File: src/rtl/lfra_pkg.sv
`default_nettype none
package lfra_pkg;

  localparam int unsigned MAX_ROOMS_DEF = 256;
  localparam int unsigned CUSTOMERS     = 256;
  localparam int unsigned CUST_W        = 8;
  localparam int unsigned ROOM_W        = 9;
  localparam int unsigned CNT_W         = 9;
  localparam int unsigned STATUS_W      = 2;
  localparam int unsigned CHUNK_BITS    = 64;
  localparam int unsigned CHUNK_SEL_W   = 6;
  localparam int unsigned IN_DATA_W     = 8;
  localparam int unsigned OUT_DATA_W    = 32;

  localparam logic [ROOM_W-1:0] ROOMS_IN_USE_RST = 9'd256;

  localparam logic OP_ARRIVE = 1'b0;
  localparam logic OP_DEPART = 1'b1;

  localparam logic [STATUS_W-1:0] ST_OK         = 2'd0;
  localparam logic [STATUS_W-1:0] ST_NO_ROOM    = 2'd1;
  localparam logic [STATUS_W-1:0] ST_SEATED     = 2'd2;
  localparam logic [STATUS_W-1:0] ST_NOT_SEATED = 2'd3;

  typedef struct packed {
    logic                capture;
    logic                scan_next;
    logic                seat;
    logic                unseat;
    logic                set_err;
    logic [STATUS_W-1:0] err_code;
    logic                load_out;
  } lfra_cmd_t;

  typedef struct packed {
    logic depart;
    logic seated;
    logic hit;
    logic last_chunk;
    logic out_stall;
  } lfra_stat_t;

endpackage
`default_nettype wire

File: src/rtl/lfra_ctrl.sv
`default_nettype none
module lfra_ctrl (
  input  wire                    clk,
  input  wire                    rst,
  input  wire                    in_valid,
  output logic                   in_ready,
  input  lfra_pkg::lfra_stat_t   stat,
  output lfra_pkg::lfra_cmd_t    cmd
);

  typedef enum logic [1:0] {
    S_IDLE,
    S_CHECK,
    S_SCAN,
    S_DONE
  } state_t;

  state_t state;
  state_t state_next;

  always_comb begin
    state_next   = state;
    in_ready     = 1'b0;
    cmd          = '0;
    cmd.err_code = lfra_pkg::ST_OK;
    unique case (state)
      S_IDLE: begin
        in_ready = 1'b1;
        if (in_valid) begin
          cmd.capture = 1'b1;
          state_next  = S_CHECK;
        end
      end
      S_CHECK: begin
        if (stat.depart) begin
          if (stat.seated) begin
            cmd.unseat = 1'b1;
          end else begin
            cmd.set_err  = 1'b1;
            cmd.err_code = lfra_pkg::ST_NOT_SEATED;
          end
          state_next = S_DONE;
        end else if (stat.seated) begin
          cmd.set_err  = 1'b1;
          cmd.err_code = lfra_pkg::ST_SEATED;
          state_next   = S_DONE;
        end else begin
          state_next = S_SCAN;
        end
      end
      S_SCAN: begin
        priority if (stat.hit) begin
          cmd.seat   = 1'b1;
          state_next = S_DONE;
        end else if (stat.last_chunk) begin
          cmd.set_err  = 1'b1;
          cmd.err_code = lfra_pkg::ST_NO_ROOM;
          state_next   = S_DONE;
        end else begin
          cmd.scan_next = 1'b1;
        end
      end
      S_DONE: begin
        // hold the result until the output register frees up
        if (!stat.out_stall) begin
          cmd.load_out = 1'b1;
          state_next   = S_IDLE;
        end
      end
      default: state_next = S_IDLE;
    endcase
  end

  always_ff @(posedge clk) begin
    if (rst) begin
      state <= S_IDLE;
    end else begin
      state <= state_next;
    end
  end

endmodule
`default_nettype wire

File: src/rtl/lfra_datapath.sv
`default_nettype none
module lfra_datapath #(
  parameter int unsigned MAX_ROOMS = lfra_pkg::MAX_ROOMS_DEF
) (
  input  wire                                   clk,
  input  wire                                   rst,
  input  wire                                   in_op,
  input  wire  [lfra_pkg::CUST_W-1:0]           in_customer,
  input  wire                                   cfg_we,
  input  wire  [lfra_pkg::ROOM_W-1:0]           cfg_value,
  input  wire                                   out_ready,
  output logic                                  out_valid,
  output logic [lfra_pkg::ROOM_W-1:0]           out_room,
  output logic [lfra_pkg::CNT_W-1:0]            out_occupancy,
  output logic [lfra_pkg::CNT_W-1:0]            out_peak,
  output logic [lfra_pkg::STATUS_W-1:0]         out_status,
  input  lfra_pkg::lfra_cmd_t                   cmd,
  output lfra_pkg::lfra_stat_t                  stat
);

  localparam int unsigned ROOM_LIMIT = (1 << lfra_pkg::ROOM_W) - 1;
  localparam int unsigned ROOMS      = (MAX_ROOMS < ROOM_LIMIT) ? MAX_ROOMS : ROOM_LIMIT;
  localparam int unsigned NCHUNK_RAW = (ROOMS + lfra_pkg::CHUNK_BITS - 1) / lfra_pkg::CHUNK_BITS;
  localparam int unsigned CW         = (NCHUNK_RAW > 2) ? $clog2(NCHUNK_RAW) : 1;
  localparam int unsigned IW         = CW + lfra_pkg::CHUNK_SEL_W;
  localparam int unsigned NPAD       = 1 << IW;

  logic [lfra_pkg::ROOM_W-1:0]   rooms_in_use;
  logic [NPAD-1:0]               taken;
  logic [lfra_pkg::CUSTOMERS-1:0] seated;
  logic [lfra_pkg::ROOM_W-1:0]   cust_room [lfra_pkg::CUSTOMERS];
  logic [lfra_pkg::ROOM_W-1:0]   cust_room_rd;
  logic                          op_q;
  logic [lfra_pkg::CUST_W-1:0]   cust_q;
  logic [CW-1:0]                 chunk;
  logic [lfra_pkg::CNT_W-1:0]    occ;
  logic [lfra_pkg::CNT_W-1:0]    peak;
  logic [lfra_pkg::CNT_W-1:0]    occ_inc;
  logic [lfra_pkg::ROOM_W-1:0]   res_room;
  logic [lfra_pkg::STATUS_W-1:0] res_status;

  logic [lfra_pkg::CHUNK_BITS-1:0]  chunk_free;
  logic [lfra_pkg::CHUNK_BITS-1:0]  elig;
  logic [IW-1:0]                    gidx [lfra_pkg::CHUNK_BITS];
  logic                             hit;
  logic [lfra_pkg::CHUNK_SEL_W-1:0] hit_bit;
  logic [lfra_pkg::ROOM_W-1:0]      hit_room;
  logic [IW-1:0]                    free_idx;

  // lowest free room in the current 64-bit chunk, bounded by the configured room count
  always_comb begin
    chunk_free = ~taken[{chunk, {lfra_pkg::CHUNK_SEL_W{1'b0}}} +: lfra_pkg::CHUNK_BITS];
    hit        = 1'b0;
    hit_bit    = '0;
    for (int i = 0; i < lfra_pkg::CHUNK_BITS; i++) begin
      gidx[i] = {chunk, lfra_pkg::CHUNK_SEL_W'(i)};
      elig[i] = chunk_free[i] && (lfra_pkg::ROOM_W'(gidx[i]) < rooms_in_use);
    end
    for (int i = lfra_pkg::CHUNK_BITS - 1; i >= 0; i--) begin
      if (elig[i]) begin
        hit     = 1'b1;
        hit_bit = lfra_pkg::CHUNK_SEL_W'(i);
      end
    end
    hit_room = lfra_pkg::ROOM_W'({chunk, hit_bit}) + 1'b1;
    free_idx = IW'(cust_room_rd - 1'b1);
    occ_inc  = occ + 1'b1;
  end

  assign stat.depart     = (op_q == lfra_pkg::OP_DEPART);
  assign stat.seated     = seated[cust_q];
  assign stat.hit        = hit;
  assign stat.last_chunk = (chunk == CW'(NCHUNK_RAW - 1));
  assign stat.out_stall  = out_valid && !out_ready;

  always_ff @(posedge clk) begin
    if (rst) begin
      rooms_in_use <= lfra_pkg::ROOMS_IN_USE_RST;
    end else if (cfg_we) begin
      rooms_in_use <= cfg_value;
    end
  end

  always_ff @(posedge clk) begin
    if (cmd.capture) begin
      cust_room_rd <= cust_room[in_customer];
    end
    if (cmd.seat) begin
      cust_room[cust_q] <= hit_room;
    end
  end

  always_ff @(posedge clk) begin
    if (cmd.capture) begin
      op_q   <= in_op;
      cust_q <= in_customer;
    end
    if (cmd.seat) begin
      res_room   <= hit_room;
      res_status <= lfra_pkg::ST_OK;
    end else if (cmd.unseat) begin
      res_room   <= cust_room_rd;
      res_status <= lfra_pkg::ST_OK;
    end else if (cmd.set_err) begin
      res_room   <= '0;
      res_status <= cmd.err_code;
    end
    if (cmd.load_out) begin
      out_room      <= res_room;
      out_occupancy <= occ;
      out_peak      <= peak;
      out_status    <= res_status;
    end
  end

  always_ff @(posedge clk) begin
    if (rst) begin
      // pad rooms beyond the array are marked taken and never freed
      for (int i = 0; i < NPAD; i++) begin
        taken[i] <= (i >= ROOMS);
      end
      seated    <= '0;
      occ       <= '0;
      peak      <= '0;
      chunk     <= '0;
      out_valid <= 1'b0;
    end else begin
      if (cmd.capture) begin
        chunk <= '0;
      end else if (cmd.scan_next) begin
        chunk <= chunk + 1'b1;
      end
      if (cmd.seat) begin
        taken[{chunk, hit_bit}] <= 1'b1;
        seated[cust_q]          <= 1'b1;
        occ                     <= occ_inc;
        if (occ_inc > peak) begin
          peak <= occ_inc;
        end
      end else if (cmd.unseat) begin
        taken[free_idx] <= 1'b0;
        seated[cust_q]  <= 1'b0;
        occ             <= occ - 1'b1;
      end
      if (cmd.load_out) begin
        out_valid <= 1'b1;
      end else if (out_ready) begin
        out_valid <= 1'b0;
      end
    end
  end

endmodule
`default_nettype wire

File: src/rtl/lowest_free_room_allocator_unit.sv
`default_nettype none
// Lowest-free room allocator. Each input beat is an arrive (tuser 0) or depart (tuser 1)
// event for one customer; each event returns exactly one result beat with the room
// assigned or freed, the occupancy after the event, the peak occupancy since reset and
// a status code (ok, no free room, already seated, not seated). Rooms 1 up to the
// configured count (capped by MAX_ROOMS) may be assigned; write the count only while
// the block is idle. An arrival scans the free map one 64-bit chunk per cycle, from chunk 0
// until it finds a free room; the number of 64-room chunks scanned is 1 up to 4 at the
// default 256 rooms, all chunks when none is free. A departure does not scan the free map.
// A new event is taken while the previous result still waits on the output register.
module lowest_free_room_allocator_unit #(
  parameter int unsigned MAX_ROOMS = lfra_pkg::MAX_ROOMS_DEF
) (
  input  wire                                clk,
  input  wire                                rst,
  input  wire                                cfg_valid,
  output logic                               cfg_ready,
  input  wire  [lfra_pkg::ROOM_W-1:0]        cfg_data,     // rooms_in_use
  input  wire                                s_axis_tvalid,
  output logic                               s_axis_tready,
  input  wire  [lfra_pkg::IN_DATA_W-1:0]     s_axis_tdata, // [7:0] customer
  input  wire                                s_axis_tuser, // [0] operation
  output logic                               m_axis_tvalid,
  input  wire                                m_axis_tready,
  // [8:0] room, [17:9] occupancy, [26:18] peak_occupancy, [28:27] status, rest zero
  output logic [lfra_pkg::OUT_DATA_W-1:0]    m_axis_tdata
);

  lfra_pkg::lfra_cmd_t  cmd;
  lfra_pkg::lfra_stat_t stat;

  logic [lfra_pkg::ROOM_W-1:0]   out_room;
  logic [lfra_pkg::CNT_W-1:0]    out_occupancy;
  logic [lfra_pkg::CNT_W-1:0]    out_peak;
  logic [lfra_pkg::STATUS_W-1:0] out_status;

  assign cfg_ready = 1'b1;

  lfra_ctrl u_ctrl (
    .clk      (clk),
    .rst      (rst),
    .in_valid (s_axis_tvalid),
    .in_ready (s_axis_tready),
    .stat     (stat),
    .cmd      (cmd)
  );

  lfra_datapath #(
    .MAX_ROOMS (MAX_ROOMS)
  ) u_datapath (
    .clk           (clk),
    .rst           (rst),
    .in_op         (s_axis_tuser),
    .in_customer   (s_axis_tdata[lfra_pkg::CUST_W-1:0]),
    .cfg_we        (cfg_valid && cfg_ready),
    .cfg_value     (cfg_data),
    .out_ready     (m_axis_tready),
    .out_valid     (m_axis_tvalid),
    .out_room      (out_room),
    .out_occupancy (out_occupancy),
    .out_peak      (out_peak),
    .out_status    (out_status),
    .cmd           (cmd),
    .stat          (stat)
  );

  assign m_axis_tdata = {3'b000, out_status, out_peak, out_occupancy, out_room};

endmodule
`default_nettype wire
File: config.mk
export PLATFORM = sky130hd
export DESIGN_NAME = lowest_free_room_allocator_unit
export DESIGN_NICKNAME = d
export VERILOG_FILES = /design/src/rtl/lfra_pkg.sv /design/src/rtl/lfra_ctrl.sv /design/src/rtl/lfra_datapath.sv /design/src/rtl/lowest_free_room_allocator_unit.sv
export SDC_FILE = /design/constraint.sdc
export NUM_CORES = 2
export LEC_CHECK = 0
export BUFFER_PORTS_ARGS = -buffer_cell sky130_fd_sc_hd__buf_4
export CAP_MARGIN = 30
export CORE_MARGIN = 5
export CORE_UTILIZATION = 40
export DETAILED_ROUTE_END_ITERATION = 16
export SLEW_MARGIN = 20
export SYNTH_ARGS = -nofsm -noshare
export SYNTH_HDL_FRONTEND = slang
export SYNTH_HIERARCHICAL = 1
export SYNTH_SLANG_ARGS = --single-unit
File: constraint.sdc
create_clock -name clk -period 71.2 [get_ports clk]
set_input_delay 14.24 -clock clk [delete_from_list [all_inputs] [get_ports clk]]
set_output_delay 14.24 -clock clk [all_outputs]
set_load 0.01 [all_outputs]
== Yosys cells after proc, flatten, opt, wreduce, memory -nomap -nowiden ==
Memories as Yosys holds them, arrays and structs flattened. A register that Yosys moved wholly into a read port is not among the register bits.
Index checks and enable logic that the tools add are counted.

* $add $sub $neg: 5
* $lt $le $gt $ge: 71
* Equal/unequal tests: 7
* Shift-type cells: 1
* Multiplexer cells: 174
* Bitwise operators: 7
* Reductions and logical operators: 77

{| class="wikitable"
|+ Operator list
! cell !! number
|-
| 256-bit two-way mux || 4
|-
| 8-bit by 9-bit < comparator with 1-bit output || 64
|-
| 256-bit AND || 2
|-
| 256-bit inverter || 2
|-
| 256-bit bitwise OR || 2
|-
| 6-bit two-way mux || 64
|-
| 256-bit by 9-bit variable part select with 64-bit output || 1
|-
| 1-bit two-way mux || 85
|-
| 1-bit logical AND || 68
|-
| 64-bit inverter || 1
|-
| 9-bit two-way mux || 5
|-
| 8-bit by 9-bit < comparator with 1-bit output (second input constant) || 3
|-
| 1-bit demux with 8-bit select || 3
|-
| 8-bit by 1-bit >= comparator with 1-bit output (second input constant) || 3
|-
| 3-bit two-way mux || 5
|-
| 2-bit two-way mux || 5
|-
| 8-bit by 1-bit adder with 9-bit output (second input constant) || 1
|-
| 9-bit by 1-bit adder with 9-bit output (second input constant) || 1
|-
| 9-bit > comparator || 1
|-
| 9-bit by 1-bit subtractor with 9-bit output (second input constant) || 1
|-
| 1-bit binary-select mux with 8-bit select || 1
|-
| 2-bit one-hot mux with 4 select lines || 1
|-
| 8-bit by 1-bit subtractor with 8-bit output (second input constant) || 1
|-
| 2-bit equality test (second input constant) || 3
|-
| other kinds (12) || 15
|}

* Bits in registers: 593
* Memory bits (writable): 2,304
* Input bits: 23
* Output and inout port bits: 35
* Word-level logic and storage cells: 359
* Memories: 1

{| class="wikitable"
|+ Memories
! memory !! depth !! bits a word !! rd ports !! clocked after memory_dff !! write ports !! RTL line !! RTL
|-
| u_datapath.cust_room || 256 || 9 || 1 || 1 || 1 || lfra_datapath.sv:31 || <nowiki>logic [lfra_pkg::ROOM_W-1:0] cust_room [lfra_pkg::CUSTOMERS];</nowiki>
|}

== Logic depth before layout (Yosys ltp) ==
* Depth in word-level cells: 73
* Depth in mapped cells: 23
* Depth with buffers taken out: 16

== By module ==
Netlist, hierarchy kept.

{| class="wikitable"
|+ By module, submodules not included
! module !! times used !! cells an instance !! area each (um^2)
|-
| lfra_datapath || 1 || 7,245 || 119,488.3
|-
| lfra_ctrl || 1 || 38 || 319.1
|-
| lowest_free_room_allocator_unit || 1 || 6 || 37.5
|}

== Worst setup path before layout ==
Ideal clock, no wire load.

* Path kind: reg2reg
* From: register u_datapath.chunk[0]
* To: memory u_datapath/cust_room[0][4] (netlist name) (data pin)
* Arrival: 22.136 ns
* Required time: 69.541 ns
* Setup slack: 47.405 ns
* Stages on the path, launching flop included: 18
* Path buffers: 5
* Path through: dfxtp_1 buf_6 buf_12 buf_12 buf_12 buf_6 mux4_2 nand2_1 a21oi_1 a211o_1 a222oi_1 a211oi_2 o31ai_1 inv_1 ha_1 nand3_1 nor2_2 xnor2_1

* Longest elaborated chain between the ends: 68
* Elaborated cells on any way between the ends: 195
* Those cells by class: 1 x add/sub; 64 x order compare; 1 x shift; 64 x mux; 1 x bitwise; 64 x reduce/logical

{| class="wikitable"
|+ Ends and longest elaborated chain
! element !! RTL line !! RTL
|-
| start: declaration || lfra_datapath.sv:35 || <nowiki>logic [CW-1:0] chunk;</nowiki>
|-
| start signal: assignment || lfra_datapath.sv:131 || <nowiki>chunk <= chunk + 1'b1;</nowiki>
|-
| 256-bit by 9-bit variable part select with 64-bit output || lfra_datapath.sv:52 || <nowiki>chunk_free = ~taken[{chunk, {lfra_pkg::CHUNK_SEL_W{1'b0}}} +: lfra_pkg::CHUNK_BITS];</nowiki>
|-
| 64-bit inverter || lfra_datapath.sv:52 ||
|-
| 1-bit logical AND || lfra_datapath.sv:57 || <nowiki>elig[i] = chunk_free[i] && (lfra_pkg::ROOM_W'(gidx[i]) < rooms_in_use);</nowiki>
|-
| 6-bit two-way mux (63 in series) || lfra_datapath.sv:60 || <nowiki>if (elig[i]) begin</nowiki>
|-
| 6-bit two-way mux (*) || lfra_datapath.sv:60 ||
|-
| 8-bit by 1-bit adder with 9-bit output (*) || lfra_datapath.sv:65 || <nowiki>hit_room = lfra_pkg::ROOM_W'({chunk, hit_bit}) + 1'b1;</nowiki>
|-
| net u_datapath.hit_room (one bit) || lfra_datapath.sv:47 || <nowiki>logic [lfra_pkg::ROOM_W-1:0] hit_room;</nowiki>
|-
| end: declaration || lfra_datapath.sv:31 ||
|}

Mark *: on every way through the listed nets, which the timed path passes. The rest lies on a longest branch.

==> reports/summary.txt <==
Status = complete, no violations
CP required = 71.77 ns
Pwr/cell area = 27.6 nW/µm²
Cells after Synth = 7289
MaxCap Viol Count = 0
Worst-Margin Slew = 1.15 ns
Layout area overhead = 12.3%
Initial Utilization = 40.1%
Clk Tree Root Cell = clkbuf_16
I/O pins = 58
Number of synthesized flops with an enable pin = 2360
DP HPWL = 208000 µm
GPL Wtd Cong = 0.914
DRT iter0 DRCs = 9401
PortBufs = 53
Average cell area after synthesis = 16.4 µm²
First-pass GRT wire length = 488000 µm
RSZ-0062 raised after global routing = false
Hold WC Path Type = reg2reg
Fillers = 25394
Die Area = 311000 µm²
Clk sinks = 2906
Max IR drop VDD = 19.7 µV
Final worst path period need = 18.90 ns
Antenna violations before repair = 22
PostCTS Resize Cnt = 0
Lkg Pwr = 0.0466 µW
DP Worst Slack = 51.23 ns
Fin nets = 7329
DRC Markers = 0
Yosys top cell area share = 59.1%
CP Class = in2reg
Vias/cell = 6.08
Sum Neg Setup Slack = 0 ns
Critical-path maximum fanout = 68
Core footprint = 299000 µm²
First-pass iteration count of the detailed router = 8
Post-CTS setup buffers = 0
Worst hold slack = 0.421 ns
Total power = 3720 µW
Final wirelength = 339000 µm
Fmax achieved = 52.9 MHz
WL/cell = 29.5 µm
Total GRT Usage = 21.3%
Met2 usage = 33.4%
Latest clock arrival within the worst-skew pair = 0.87 ns
FP Rows = 201
Critical path arrival = 19.46 ns
FF-to-FF path depth = 20
Reg clk slew, reported paths = 0.06 ns
Largest net degree at the start of global routing = 176
Clock Tree Buf Depth = 4
Global-route layer with the greatest usage = met2
Critical Path Source Type = primary input
Die Ht = 557 µm
Number of synthesized register bits = 2906
Met1 track demand over resource = 29.9%
Synth warn = 6
Layout Utilization = 45.0%
Final Hold Viols = 0
Final slew viol count = 0
Synthesized area = 120000 µm²
Share of flip-flops with an asynchronous set or reset = 0%
Grt met3 use = 4.23%
Chip Width = 557 µm
Grt ovf = 0
Sequential fraction of the synthesis area = 68.3%
H-tree Lvls = 5
Final Skew = 0.0715 ns
Post-DRT Antenna Nets = 0
Area leader, netlist = edfxtp_1
Hold Path Stages = 0
Total CTS buffers = 310
Setup Viol. Count Final = 0
Nature of the critical path endpoint = flip-flop
Hold Buf Count CTS = 0
Final period util = 26.5%
Via count = 69810
Synth area leaders = edfxtp_1 (59%), mux4_2 (17%), dfxtp_1 (9.1%)
Share of cells above drive strength 1 = 21.9%
Post-synth top flop = edfxtp_1
Slew headroom = 23.2%
Vias in the first global route = 68624
Worst setup margin = 52.30 ns
Distinct cells, synth = 104
TritonCTS clock tree = built
[worst paths after layout]
| kind | start | end | slack [ns] |
|---|---|---|---|
| min reg2reg | u_datapath/res_room[3] | u_datapath/out_room[3] | 0.42 |
| min | u_datapath/res_room[3] | u_datapath/out_room[3] | 0.42 |
| max | s_axis_tdata[0] | u_datapath/cust_room_rd[0] | 52.30 |
| max reg2reg | u_datapath/chunk[0] | u_datapath/cust_room[188][4] | 62.59 |
[per-stage QoR]
| stage | std cells | area (µm²) |
|---|---|---|
| 2_1_floorplan | 7291 | 120000 |
| 3_3_place_gp | 10882 | 124000 |
| 3_5_place_dp | 10906 | 124000 |
| 4_1_cts | 11456 | 134000 |
| 5_1_grt | 11475 | 135000 |
| 6_report | 11481 | 135000 |
[kinds of logic after synthesis]
family	count (synthesis)	synth area share, %
adders and majority gates	30	0.313
other	2	0.00627
xor gates and xnor gates	21	0.153
buffers and inverters	836	2.84
AOI/OAI and AO/OA	1507	7.05
muxes	937	17.4
and+or+nand+nor	1050	4.02
DFF	2906	68.3
[flip-flops by register name, indices dropped and copies added (netlist names), named ones only]
signal	count
u_datapath/taken	256
u_datapath/res_status	2
u_datapath/out_occupancy	9
u_datapath/cust_room	2304
u_datapath/out_peak	9
u_datapath/occ	9
u_datapath/op_q	1
u_datapath/out_status	2
u_datapath/chunk	2
u_datapath/res_room	9
u_datapath/cust_q	8
u_datapath/rooms_in_use	9
u_datapath/peak	9
u_datapath/out_room	9
u_datapath/cust_room_rd	9
u_datapath/out_valid	1
u_ctrl/state	2
[placed cells by master (no fill, tap or decap), types with 20 or more instances in the layout]
master	n
edfxtp_1	2360
clkbuf_16	319
clkinv_2	45
nor2b_1	21
nor3_1	22
nand2b_1	20
nand2_1	592
or3_1	24
a31oi_1	50
a21oi_1	656
clkbuf_1	84
nor2_1	115
ha_1	29
mux2i_1	22
dfxtp_1	544
buf_4	172
nand3_1	54
and3_1	32
and2_1	31
inv_1	293
o21ai_0	515
clkinv_1	44
mux4_2	910
o211ai_1	127
nand4_1	26
[layout make-up]
cell class | instances | area, µm² | share of cell area, %
timing repair buffer | 214 | 2070 | 1.54
sequential | 2906 | 81800 | 60.8
clock buffer | 417 | 8490 | 6.31
clock inverter | 133 | 1240 | 0.921
inverter | 295 | 1120 | 0.829
multi-input combinational | 3549 | 34900 | 25.9
tap | 3958 | 4950 | 3.68
antenna | 9 | 22.5 | 0.0167
[metal layers]
layer	wire (µm)	vias up
met4	13100	12
met2	157000	3930
li1	-	28761
met1	136000	36376
met5	81	-
met3	32500	731
[critical path, stage by stage]
cell and delay (ns):
buf_8 0.55, buf_4 0.76, buf_4 0.72, buf_4 0.79, mux4_2 0.61, mux4_2 0.52
mux4_2 0.58, mux4_2 0.49
[cell usage after synthesis (30+ instances only)]
cell	number
a21oi_1	656
a31oi_1	50
and2_1	34
and3_1	32
buf_1	82
buf_2	43
clkbuf_1	378
dfxtp_1	546
edfxtp_1	2360
ha_1	30
inv_1	294
mux4_2	910
nand2_1	592
nand3_1	57
nor2_1	131
nor3_1	30
o211ai_1	127
o21ai_0	515
[power breakdown]
part           internal [µW]  switching (µW)
clock                    908             652
combinational           79.7             202
sequential              1860            12.0
total                   2850             867
No activity file was read; power rests on OpenSTA's default activity.
